`config.mk`:
```
export PLATFORM = sky130hd
export DESIGN_NAME = periodic_multi_channel_poll_scheduler_top
export DESIGN_NICKNAME = d
export VERILOG_FILES = /design/src/design/pmcps_pkg.sv /design/src/design/pmcps_mod.sv /design/src/design/periodic_multi_channel_poll_scheduler_top.sv
export SDC_FILE = /design/constraint.sdc
export NUM_CORES = 1
export LEC_CHECK = 0
export BUFFER_PORTS_ARGS = -buffer_cell sky130_fd_sc_hd__buf_2
export CAP_MARGIN = 20
export CORE_UTILIZATION = 35
export DETAILED_ROUTE_END_ITERATION = 8
export PLACE_DENSITY_LB_ADDON = 0.15
export SETUP_SLACK_MARGIN = 0.05
export SYNTH_ARGS = -nofsm -noshare
export SYNTH_HDL_FRONTEND = slang
export SYNTH_SLANG_ARGS = --single-unit
```
`constraint.sdc`:
```
create_clock -name clk -period 6.5 [get_ports clk]
set_input_delay 1.625 -clock clk [delete_from_list [all_inputs] [get_ports clk]]
set_output_delay 1.625 -clock clk [all_outputs]
set_load 0.05 [all_outputs]
```
`src/design/pmcps_pkg.sv`:
```
// ----------------------------------------------------------------------------
// pmcps_pkg
// Types and constants shared by the poll scheduler modules.
// ----------------------------------------------------------------------------
package pmcps_pkg;

    localparam int CHANNELS  = 8;
    localparam int NUM_REGS  = 8;
    localparam int REG_IDX_W = $clog2(NUM_REGS);
    localparam int CH_W      = (CHANNELS > 1) ? $clog2(CHANNELS) : 1;
    localparam int PER_W     = 27;
    localparam int ELAP_W    = 32;
    localparam int MASK_W    = 8;
    localparam int PADDR_W   = REG_IDX_W + 2;
    localparam int PDATA_W   = 32;
    localparam int DIV_STEPS = ELAP_W;
    localparam int DIV_CNT_W = $clog2(DIV_STEPS);

    typedef struct packed {
        logic [ELAP_W-1:0] elapsed_ms;
        logic              force_req;
    } in_word_t;

    typedef struct packed {
        logic [MASK_W-1:0] due_mask;
        logic [PER_W-1:0]  next_wait_ms;
    } out_word_t;

endpackage

```
`src/design/pmcps_mod.sv`:
```
// ----------------------------------------------------------------------------
// pmcps_mod
// Restoring modulo unit: one quotient bit per cycle, remainder out on done.
// ----------------------------------------------------------------------------
module pmcps_mod (
    input  logic                         clk,
    input  logic                         rst_n,
    input  logic                         start,
    input  logic [pmcps_pkg::ELAP_W-1:0] dividend,
    input  logic [pmcps_pkg::PER_W-1:0]  divisor,
    output logic                         done,
    output logic [pmcps_pkg::PER_W-1:0]  remainder
);
    import pmcps_pkg::*;

    logic                 busy_reg, busy_next;
    logic                 done_reg, done_next;
    logic [DIV_CNT_W-1:0] cnt_reg, cnt_next;
    logic [ELAP_W-1:0]    dvd_reg, dvd_next;
    logic [PER_W-1:0]     dsr_reg, dsr_next;
    logic [PER_W-1:0]     rem_reg, rem_next;
    logic [PER_W:0]       trial;

    always_comb
    begin
        busy_next = busy_reg;
        done_next = 1'b0;
        cnt_next  = cnt_reg;
        dvd_next  = dvd_reg;
        dsr_next  = dsr_reg;
        rem_next  = rem_reg;
        trial     = {rem_reg, dvd_reg[ELAP_W-1]};
        if (start)
        begin
            busy_next = 1'b1;
            cnt_next  = '0;
            dvd_next  = dividend;
            dsr_next  = divisor;
            rem_next  = '0;
        end
        else if (busy_reg)
        begin
            // shift in next dividend bit, subtract when it fits
            if (trial >= {1'b0, dsr_reg})
            begin
                rem_next = PER_W'(trial - {1'b0, dsr_reg});
            end
            else
            begin
                rem_next = trial[PER_W-1:0];
            end
            dvd_next = {dvd_reg[ELAP_W-2:0], 1'b0};
            cnt_next = cnt_reg + 1'b1;
            if (cnt_reg == DIV_CNT_W'(DIV_STEPS - 1))
            begin
                busy_next = 1'b0;
                done_next = 1'b1;
            end
        end
    end

    always_ff @(posedge clk or negedge rst_n)
    begin
        if (!rst_n)
        begin
            busy_reg <= 1'b0;
            done_reg <= 1'b0;
            cnt_reg  <= '0;
        end
        else
        begin
            busy_reg <= busy_next;
            done_reg <= done_next;
            cnt_reg  <= cnt_next;
        end
    end

    always_ff @(posedge clk)
    begin
        dvd_reg <= dvd_next;
        dsr_reg <= dsr_next;
        rem_reg <= rem_next;
    end

    assign done      = done_reg;
    assign remainder = rem_reg;

endmodule

```
`src/design/periodic_multi_channel_poll_scheduler_top.sv`:
```
// ----------------------------------------------------------------------------
// periodic_multi_channel_poll_scheduler_top
// Bank of periodic countdown channels stepped once per scheduler tick.
// ----------------------------------------------------------------------------
// Usage:
//   in channel  : one word per tick, elapsed milliseconds and a force flag.
//   out channel : one word per tick, mask of channels that fell due and the
//                 shortest remaining wait over enabled channels.
//   APB port    : period_0..period_7 at byte addresses 0x00..0x1C, 27 bits,
//                 zero disables a channel. Write only while idle.
// Channels are visited one at a time through the remaining-time memory:
//   each channel passes a read state and an evaluate state, plus a run
//   of the shared modulo unit when a late channel needs its lateness
//   reduced modulo the period.
// The next tick is accepted as soon as the channel walk ends, even while
// the result word still waits; a stalled receiver holds that word and the
// walk of the following tick waits at its end until the word is taken.
// Reset clears the periods and remaining times (valid bits, no sweep), so
// the first tick makes every enabled channel due.
// ----------------------------------------------------------------------------
module periodic_multi_channel_poll_scheduler_top (
    input  logic                          clk,
    input  logic                          rst_n,
    input  logic                          in_valid,
    output logic                          in_stall,
    input  pmcps_pkg::in_word_t           in_data,
    output logic                          out_valid,
    input  logic                          out_stall,
    output pmcps_pkg::out_word_t          out_data,
    input  logic                          psel,
    input  logic                          penable,
    input  logic                          pwrite,
    input  logic [pmcps_pkg::PADDR_W-1:0] paddr,
    input  logic [pmcps_pkg::PDATA_W-1:0] pwdata,
    output logic [pmcps_pkg::PDATA_W-1:0] prdata,
    output logic                          pready
);
    import pmcps_pkg::*;

    typedef enum logic [4:0] {
        S_IDLE = 5'b00001,
        S_RD   = 5'b00010,
        S_EVAL = 5'b00100,
        S_DIV  = 5'b01000,
        S_DONE = 5'b10000
    } state_t;

    state_t              state_reg, state_next;
    logic [CH_W-1:0]     ch_reg, ch_next;
    logic [ELAP_W-1:0]   elap_reg, elap_next;
    logic                force_reg, force_next;
    logic [MASK_W-1:0]   mask_reg, mask_next;
    logic [PER_W-1:0]    best_reg, best_next;
    logic                any_reg, any_next;
    logic                out_valid_reg, out_valid_next;
    out_word_t           out_reg, out_next;

    logic [PER_W-1:0]    per_mem [NUM_REGS];
    logic [NUM_REGS-1:0] per_vld_reg;
    logic [PER_W-1:0]    per_rd_reg;
    logic                per_rd_vld_reg;
    logic [PER_W-1:0]    prd_reg;
    logic                prd_vld_reg;

    logic [PER_W-1:0]    rem_mem [NUM_REGS];
    logic [NUM_REGS-1:0] rem_vld_reg;
    logic [PER_W-1:0]    rem_rd_reg;
    logic                rem_rd_vld_reg;

    logic                 cfg_we;
    logic [REG_IDX_W-1:0] cfg_idx;
    logic [REG_IDX_W-1:0] ch_addr;
    logic                 rd_en;
    logic                 rem_we;
    logic [PER_W-1:0]     rem_wdata;
    logic [PER_W-1:0]     per_cur;
    logic [PER_W-1:0]     rem_cur;
    logic                 div_start;
    logic                 div_done;
    logic [PER_W-1:0]     div_rem;
    logic [ELAP_W-1:0]    late_raw;
    logic                 in_acc;
    logic                 out_acc;
    logic                 last_ch;

    assign cfg_we  = psel & penable & pwrite;
    assign cfg_idx = paddr[PADDR_W-1:2];
    assign ch_addr = REG_IDX_W'(ch_reg);
    assign pready  = 1'b1;
    assign prdata  = PDATA_W'(prd_vld_reg ? prd_reg : '0);

    assign in_acc  = in_valid & ~in_stall;
    assign out_acc = out_valid_reg & ~out_stall;
    assign last_ch = (ch_reg == CH_W'(CHANNELS - 1));

    assign per_cur  = per_rd_vld_reg ? per_rd_reg : '0;
    assign rem_cur  = rem_rd_vld_reg ? rem_rd_reg : '0;
    assign late_raw = elap_reg - ELAP_W'(rem_cur);

    // period memory: APB write, APB read, sequencer read
    always_ff @(posedge clk)
    begin
        if (cfg_we)
        begin
            per_mem[cfg_idx] <= pwdata[PER_W-1:0];
        end
        if (psel & ~penable)
        begin
            prd_reg <= per_mem[cfg_idx];
        end
        if (rd_en)
        begin
            per_rd_reg <= per_mem[ch_addr];
        end
    end

    // remaining-time memory: read one channel, write it back
    always_ff @(posedge clk)
    begin
        if (rem_we)
        begin
            rem_mem[ch_addr] <= rem_wdata;
        end
        if (rd_en)
        begin
            rem_rd_reg <= rem_mem[ch_addr];
        end
    end

    always_ff @(posedge clk or negedge rst_n)
    begin
        if (!rst_n)
        begin
            per_vld_reg    <= '0;
            per_rd_vld_reg <= 1'b0;
            prd_vld_reg    <= 1'b0;
            rem_vld_reg    <= '0;
            rem_rd_vld_reg <= 1'b0;
        end
        else
        begin
            if (cfg_we)
            begin
                per_vld_reg[cfg_idx] <= 1'b1;
            end
            if (psel & ~penable)
            begin
                prd_vld_reg <= per_vld_reg[cfg_idx];
            end
            if (rd_en)
            begin
                per_rd_vld_reg <= per_vld_reg[ch_addr];
                rem_rd_vld_reg <= rem_vld_reg[ch_addr];
            end
            if (rem_we)
            begin
                rem_vld_reg[ch_addr] <= 1'b1;
            end
        end
    end

    pmcps_mod u_mod (
        .clk       (clk),
        .rst_n     (rst_n),
        .start     (div_start),
        .dividend  (late_raw),
        .divisor   (per_cur),
        .done      (div_done),
        .remainder (div_rem)
    );

    always_comb
    begin
        state_next     = state_reg;
        ch_next        = ch_reg;
        elap_next      = elap_reg;
        force_next     = force_reg;
        mask_next      = mask_reg;
        best_next      = best_reg;
        any_next       = any_reg;
        out_valid_next = out_valid_reg;
        out_next       = out_reg;
        rd_en          = 1'b0;
        rem_we         = 1'b0;
        rem_wdata      = '0;
        div_start      = 1'b0;
        in_stall       = (state_reg != S_IDLE);

        if (out_acc)
        begin
            out_valid_next = 1'b0;
        end

        case (state_reg)
            S_IDLE:
            begin
                if (in_valid)
                begin
                    elap_next  = in_data.elapsed_ms;
                    force_next = in_data.force_req;
                    ch_next    = '0;
                    mask_next  = '0;
                    best_next  = '0;
                    any_next   = 1'b0;
                    state_next = S_RD;
                end
            end
            S_RD:
            begin
                rd_en      = 1'b1;
                state_next = S_EVAL;
            end
            S_EVAL:
            begin
                if (per_cur != '0 && !force_reg && ELAP_W'(rem_cur) <= elap_reg)
                begin
                    div_start  = 1'b1;
                    state_next = S_DIV;
                end
                else
                begin
                    if (per_cur != '0)
                    begin
                        rem_we = 1'b1;
                        if (force_reg)
                        begin
                            rem_wdata = per_cur;
                            mask_next[ch_addr] = 1'b1;
                        end
                        else
                        begin
                            rem_wdata = rem_cur - elap_reg[PER_W-1:0];
                        end
                        if (!any_reg || rem_wdata < best_reg)
                        begin
                            best_next = rem_wdata;
                        end
                        any_next = 1'b1;
                    end
                    ch_next    = last_ch ? ch_reg : ch_reg + 1'b1;
                    state_next = last_ch ? S_DONE : S_RD;
                end
            end
            S_DIV:
            begin
                if (div_done)
                begin
                    rem_we             = 1'b1;
                    rem_wdata          = per_cur - div_rem;
                    mask_next[ch_addr] = 1'b1;
                    if (!any_reg || rem_wdata < best_reg)
                    begin
                        best_next = rem_wdata;
                    end
                    any_next   = 1'b1;
                    ch_next    = last_ch ? ch_reg : ch_reg + 1'b1;
                    state_next = last_ch ? S_DONE : S_RD;
                end
            end
            S_DONE:
            begin
                if (!out_valid_reg || out_acc)
                begin
                    out_valid_next        = 1'b1;
                    out_next.due_mask     = mask_reg;
                    out_next.next_wait_ms = best_reg;
                    state_next            = S_IDLE;
                end
            end
            default:
            begin
                state_next = S_IDLE;
            end
        endcase
    end

    always_ff @(posedge clk or negedge rst_n)
    begin
        if (!rst_n)
        begin
            state_reg     <= S_IDLE;
            ch_reg        <= '0;
            out_valid_reg <= 1'b0;
        end
        else
        begin
            state_reg     <= state_next;
            ch_reg        <= ch_next;
            out_valid_reg <= out_valid_next;
        end
    end

    always_ff @(posedge clk)
    begin
        elap_reg  <= elap_next;
        force_reg <= force_next;
        mask_reg  <= mask_next;
        best_reg  <= best_next;
        any_reg   <= any_next;
        out_reg   <= out_next;
    end

    assign out_valid = out_valid_reg;
    assign out_data  = out_reg;

    a_rem_below_period: assert property (@(posedge clk) disable iff (!rst_n)
        (state_reg == S_DIV && div_done) |-> (div_rem < per_cur))
        else $error("modulo remainder not below period");

    a_walk_starts_at_zero: assert property (@(posedge clk) disable iff (!rst_n)
        in_acc |=> (state_reg == S_RD && ch_reg == '0))
        else $error("channel walk did not start at channel zero");

    a_result_after_walk: assert property (@(posedge clk) disable iff (!rst_n)
        $rose(out_valid_reg) |-> $past(state_reg == S_DONE))
        else $error("result word raised outside end of walk");

    a_write_only_when_walking: assert property (@(posedge clk) disable iff (!rst_n)
        rem_we |-> (state_reg == S_EVAL || state_reg == S_DIV))
        else $error("remaining-time write outside channel evaluation");

endmodule
```
==> impl_metrics.prom <==
# TYPE chip_impl_metric gauge
chip_impl_info{name="run_status",value="complete, no violations"} 1
chip_impl_info{name="crit_family",value="compound AO/OA/AOI/OAI gates"} 1
chip_impl_info{name="worstHoldPathType",value="reg2reg"} 1
chip_impl_metric{name="placeableCoreArea",unit="mm2"} 0.102
chip_impl_info{name="worst_setup_path_startpoint",value="rem_rd_vld_reg"} 1
chip_impl_metric{name="timing.slew.headroom",unit=""} 0.206
chip_impl_metric{name="post-synth-top-area-fraction",unit=""} 0.563
chip_impl_metric{name="cts-htree-levels",unit=""} 3
chip_impl_metric{name="vias",unit=""} 25900
chip_impl_metric{name="critPathMaxFanout",unit=""} 12
chip_impl_metric{name="finalHoldWorstSlack",unit="ps"} 457
chip_impl_metric{name="grt_pass1_vias",unit=""} 25600
chip_impl_metric{name="chipHeight",unit="um"} 323
chip_impl_metric{name="async_reset_ff_frac",unit=""} 0.0474
chip_impl_metric{name="setup_tns",unit="ps"} 0
chip_impl_metric{name="antenna_found_initial",unit=""} 14
chip_impl_info{name="r2r_end",value="best_reg[12]"} 1
chip_impl_metric{name="viasPerCell",unit=""} 5.71
chip_impl_metric{name="post_route_cells_drive_above_1_share",unit=""} 0.123
chip_impl_metric{name="track_usage",unit=""} 0.227
chip_impl_metric{name="detail_route.wl_per_cell",unit="um"} 26.3
chip_impl_info{name="synth_ff_type",value="sky130_fd_sc_hd__edfxtp_1"} 1
chip_impl_metric{name="path_depth_of_the_worst_reg2reg_path",unit=""} 22
chip_impl_metric{name="utilization",unit=""} 0.404
chip_impl_metric{name="layout.cells.non_filler",unit=""} 4533
chip_impl_metric{name="worst-slew-pin-transition",unit="ps"} 1190
chip_impl_metric{name="detail_route.wirelength",unit="mm"} 119
chip_impl_metric{name="clock_insertion_delay_worst_skew",unit="ps"} 700
chip_impl_metric{name="yosys.cell_types.count",unit=""} 93
chip_impl_info{name="clock_tree_from_tritoncts",value="done"} 1
chip_impl_metric{name="arrival",unit="ps"} 6270
chip_impl_metric{name="critical-path-max-stage-delay",unit="ps"} 520
chip_impl_metric{name="cts-buffers-inserted",unit=""} 84
chip_impl_info{name="holdPathEnd",value="rem_vld_reg[0]"} 1
chip_impl_info{name="worstSetupPathType",value="reg2reg"} 1
chip_impl_metric{name="finalHoldViolCount",unit=""} 0
chip_impl_info{name="worst_setup_path_end_kind",value="register"} 1
chip_impl_metric{name="cts.repair_timing.setup_buffer_count",unit=""} 0
chip_impl_metric{name="routabilityCongestion",unit=""} 0.924
chip_impl_metric{name="synthCells",unit=""} 2965
chip_impl_info{name="worst_min_path_start",value="rem_vld_reg[0]"} 1
chip_impl_info{name="synth.largest_area_cell",value="sky130_fd_sc_hd__edfxtp_1"} 1
chip_impl_metric{name="grt_pass1_wl",unit="mm"} 173
chip_impl_info{name="root_cell_of_the_clock_tree",value="sky130_fd_sc_hd__clkbuf_16"} 1
chip_impl_metric{name="post-route-min-period",unit="ps"} 5910
chip_impl_metric{name="finalNetCount",unit=""} 3333
chip_impl_metric{name="io_buffers",unit=""} 133
chip_impl_metric{name="design_power_total",unit="mW"} 17.9
chip_impl_metric{name="drc",unit=""} 0
chip_impl_metric{name="drt_iter0_drc",unit=""} 2853
chip_impl_metric{name="synth-warning-count",unit=""} 0
chip_impl_metric{name="placed_instance_count",unit=""} 4364
chip_impl_metric{name="worst_clock_skew",unit="ps"} 73.7
chip_impl_metric{name="initial_standard_cell_utilization_of_the_core",unit=""} 0.354
chip_impl_metric{name="p_leak",unit="nW"} 15.5
chip_impl_metric{name="floorplan.io_pins",unit=""} 147
chip_impl_metric{name="hpwlAfterDp",unit="mm"} 79.5
chip_impl_metric{name="power.ir.vdd_worst",unit="uV"} 226
chip_impl_metric{name="min_delay_path_depth",unit=""} 1
chip_impl_metric{name="maxSlewViolCount",unit=""} 0
chip_impl_info{name="grt_setup_unrepaired",value="false"} 1
chip_impl_info{name="element_type_at_the_critical_path_start",value="register"} 1
chip_impl_metric{name="sequential_element_share_of_the_synthesized_area",unit=""} 0.602
chip_impl_metric{name="syn-mean-instance-area",unit="um2"} 12.2
chip_impl_metric{name="grt_start_max_net_pins",unit=""} 74
chip_impl_metric{name="timing.fmax",unit="GHz"} 0.169
chip_impl_metric{name="clk_pin_slew",unit="ps"} 60
chip_impl_metric{name="syn_area",unit="mm2"} 0.0360
chip_impl_metric{name="reg2reg_setup_slack",unit="ps"} 590
chip_impl_metric{name="path_buf_inv",unit=""} 3
chip_impl_metric{name="synth_enable_flop_cells",unit=""} 676
chip_impl_metric{name="power_density_normalized_to_cell_area",unit="mW/mm2"} 436
chip_impl_info{name="path_cells",value="nand2_1 > ha_1 > inv_1 > fa_1 > a211oi_1 > o21ai_0 > a21oi_1 > o21ai_0 > a31oi_1 > mux2_2 > o211ai_1 > inv_1 > ha_1 > a21o_1 > a21o_1 > a21oi_1 > nand2_1 > a211oi_1 > o21a_1 > o22ai_1 > nor3_4 > buf_4"} 1
chip_impl_metric{name="die_width",unit="um"} 323
chip_impl_metric{name="rows",unit=""} 117
chip_impl_metric{name="longest_clk_path_bufs",unit=""} 3
chip_impl_info{name="crit-reg2reg-launch",value="rem_rd_vld_reg"} 1
chip_impl_metric{name="tritoncts_num_sinks",unit=""} 738
chip_impl_metric{name="syn2layout_area_growth",unit="%"} 14.1
chip_impl_info{name="largest_cells_by_area_after_synthesis",value="sky130_fd_sc_hd__edfxtp_1 (56%), sky130_fd_sc_hd__a22oi_1 (6.8%), sky130_fd_sc_hd__ha_1 (5.7%), sky130_fd_sc_hd__dfrtp_1 (2.4%), sky130_fd_sc_hd__inv_1 (2.2%)"} 1
chip_impl_metric{name="max-cap-violations",unit=""} 0
chip_impl_metric{name="worst_ep_required_time",unit="ps"} 6860
chip_impl_info{name="cp_slowest_cell",value="sky130_fd_sc_hd__dfrtp_2"} 1
chip_impl_metric{name="drtPass1Iterations",unit=""} 6
chip_impl_metric{name="final.period_utilization",unit=""} 0.909
chip_impl_metric{name="detail-route-antenna-nets",unit=""} 0
chip_impl_metric{name="die-area",unit="mm2"} 0.104
chip_impl_metric{name="setup_violation_total_in_the_final_timing_report",unit=""} 0
chip_impl_metric{name="synth-seq-cells",unit=""} 738
chip_impl_metric{name="overflow",unit=""} 0
## per-stage QoR
step / setup slack, ps / instance area [um2]
2_1_floorplan: 874 / 36100
4_1_cts: 429 / 41000
5_1_grt: 166 / 41100
3_5_place_dp: 499 / 38300
6_report: 590 / 41100
3_3_place_gp: 624 / 38300
## placed cells by master, fill, tap and decap left out, drive strengths merged, types with 9 or more instances in the layout
| cell | netlist | routed |
|---|---|---|
| o21ai | 111 | 111 |
| a21o | 68 | 68 |
| o31ai | 14 | 14 |
| a22oi | 326 | 326 |
| clkbuf | 113 | 102 |
| a21oi | 134 | 134 |
| edfxtp | 676 | 676 |
| nor3b | 10 | 10 |
| o211ai | 13 | 13 |
| clkinv | 2 | 44 |
| xor2 | 30 | 30 |
| dfxtp | 27 | 27 |
| diode | 0 | 9 |
| a211oi | 27 | 27 |
| and2 | 66 | 66 |
| mux2i | 26 | 26 |
| nor2 | 143 | 143 |
| nor3 | 29 | 29 |
| a31oi | 18 | 18 |
| o21bai | 13 | 13 |
| or2 | 17 | 17 |
| nand4 | 107 | 107 |
| nor4 | 17 | 17 |
| ha | 163 | 163 |
| and3 | 30 | 30 |
| o21a | 10 | 10 |
| nand3 | 40 | 40 |
| dfrtp | 34 | 34 |
| xnor2 | 54 | 54 |
| nand2b | 18 | 18 |
| nor2b | 25 | 25 |
| a22o | 12 | 12 |
| nand2 | 170 | 170 |
| o22ai | 45 | 45 |
| inv | 210 | 213 |
| buf | 49 | 194 |
## cells in the mapped netlist, types with 16 or more instances
master                     count
sky130_fd_sc_hd__nor4_1       17
sky130_fd_sc_hd__a31oi_1      18
sky130_fd_sc_hd__nand2b_1     18
sky130_fd_sc_hd__or2_2        16
sky130_fd_sc_hd__edfxtp_1    676
sky130_fd_sc_hd__and3_1       29
sky130_fd_sc_hd__a22oi_1     326
sky130_fd_sc_hd__mux2i_1      26
sky130_fd_sc_hd__a21o_1       68
sky130_fd_sc_hd__o22ai_1      45
sky130_fd_sc_hd__a211oi_1     27
sky130_fd_sc_hd__clkbuf_1    112
sky130_fd_sc_hd__nor2_1      143
sky130_fd_sc_hd__and2_1       64
sky130_fd_sc_hd__nor2b_1      24
sky130_fd_sc_hd__a21oi_1     133
sky130_fd_sc_hd__dfrtp_1      34
sky130_fd_sc_hd__inv_1       209
sky130_fd_sc_hd__buf_2        23
sky130_fd_sc_hd__xor2_1       30
sky130_fd_sc_hd__nand3_1      39
sky130_fd_sc_hd__dfxtp_1      27
sky130_fd_sc_hd__ha_1        163
sky130_fd_sc_hd__o21ai_0     106
sky130_fd_sc_hd__nand4_1     107
sky130_fd_sc_hd__nand2_1     169
sky130_fd_sc_hd__nor3_1       27
sky130_fd_sc_hd__xnor2_1      54
## kinds of logic (layout without fill, tap and decap cells)
kind of cell / count (synthesis) / after routing / synth area share
AO/OA/AOI/OAI: 869 / 869 / 0.167
flip-flops: 738 / 738 / 0.602
AND/OR/NAND/NOR: 699 / 699 / 0.0996
buffers and inverters: 374 / 561 / 0.0419
adder cells (fa/ha/maj): 167 / 167 / 0.0588
XOR/XNOR: 84 / 84 / 0.0204
other: 2 / 15 / 0.000208
multiplexers: 32 / 32 / 0.00941
## per-layer routing
metal | global-route usage | vias to the layer above | part of all wire
met4 | 0.0911 | 8 | 0.032
met5 | 0 | - | 0.00034
met3 | 0.0307 | 203 | 0.060
met1 | 0.313 | 13000 | 0.45
met2 | 0.359 | 993 | 0.46
li1 | - | 11600 | -
## how the worst max path moves through the flow
stage | end | slack [ps] | cells after the start
after floorplan | best_reg[0] | 870 | 23
after global placement | best_reg[8] | 620 | 22
after detailed placement | best_reg[10] | 500 | 22
after CTS | best_reg[15] | 430 | 22
after global routing | best_reg[13] | 170 | 22
final | best_reg[12] | 590 | 22
## worst register-to-register path: stages, from the launching register on
cell and delay [ps]:
sky130_fd_sc_hd__dfrtp_2 520, sky130_fd_sc_hd__nand2_1 170, sky130_fd_sc_hd__ha_1 180, sky130_fd_sc_hd__inv_1 60
sky130_fd_sc_hd__fa_1 420, sky130_fd_sc_hd__a211oi_1 390, sky130_fd_sc_hd__o21ai_0 200, sky130_fd_sc_hd__a21oi_1 340
sky130_fd_sc_hd__o21ai_0 320, sky130_fd_sc_hd__a31oi_1 380, sky130_fd_sc_hd__mux2_2 380, sky130_fd_sc_hd__o211ai_1 180
sky130_fd_sc_hd__inv_1 90, sky130_fd_sc_hd__ha_1 300, sky130_fd_sc_hd__a21o_1 190, sky130_fd_sc_hd__a21o_1 170
sky130_fd_sc_hd__a21oi_1 200, sky130_fd_sc_hd__nand2_1 110, sky130_fd_sc_hd__a211oi_1 200, sky130_fd_sc_hd__o21a_1 170
sky130_fd_sc_hd__o22ai_1 120, sky130_fd_sc_hd__nor3_4 220, sky130_fd_sc_hd__buf_4 260
## power by group
part	internal (mW)	switching [mW]	leakage, nW
Clock	2.68	2.01	1.33
Sequential	5.79	0.446	6.92
Combinational	2.49	4.50	7.26
Total	11.0	6.96	15.5
## cell type report
class | instances | area, um2
fill | 9678 | 60800
sequential | 738 | 21700
multi-input combinational | 1857 | 13000
clock buffer | 100 | 2190
tap | 1368 | 1710
timing repair buffer | 196 | 1160
inverter | 212 | 796
clock inverter | 53 | 546
antenna | 9 | 22.5
## what timing repair did
action                                  4_1_cts  5_1_grt
endpoints found under the setup margin        0       12
gates resized for setup                       0        1
hold endpoints to repair                      0        0
hold buffers                                  0        0
Power figures use the tool's default switching activity.
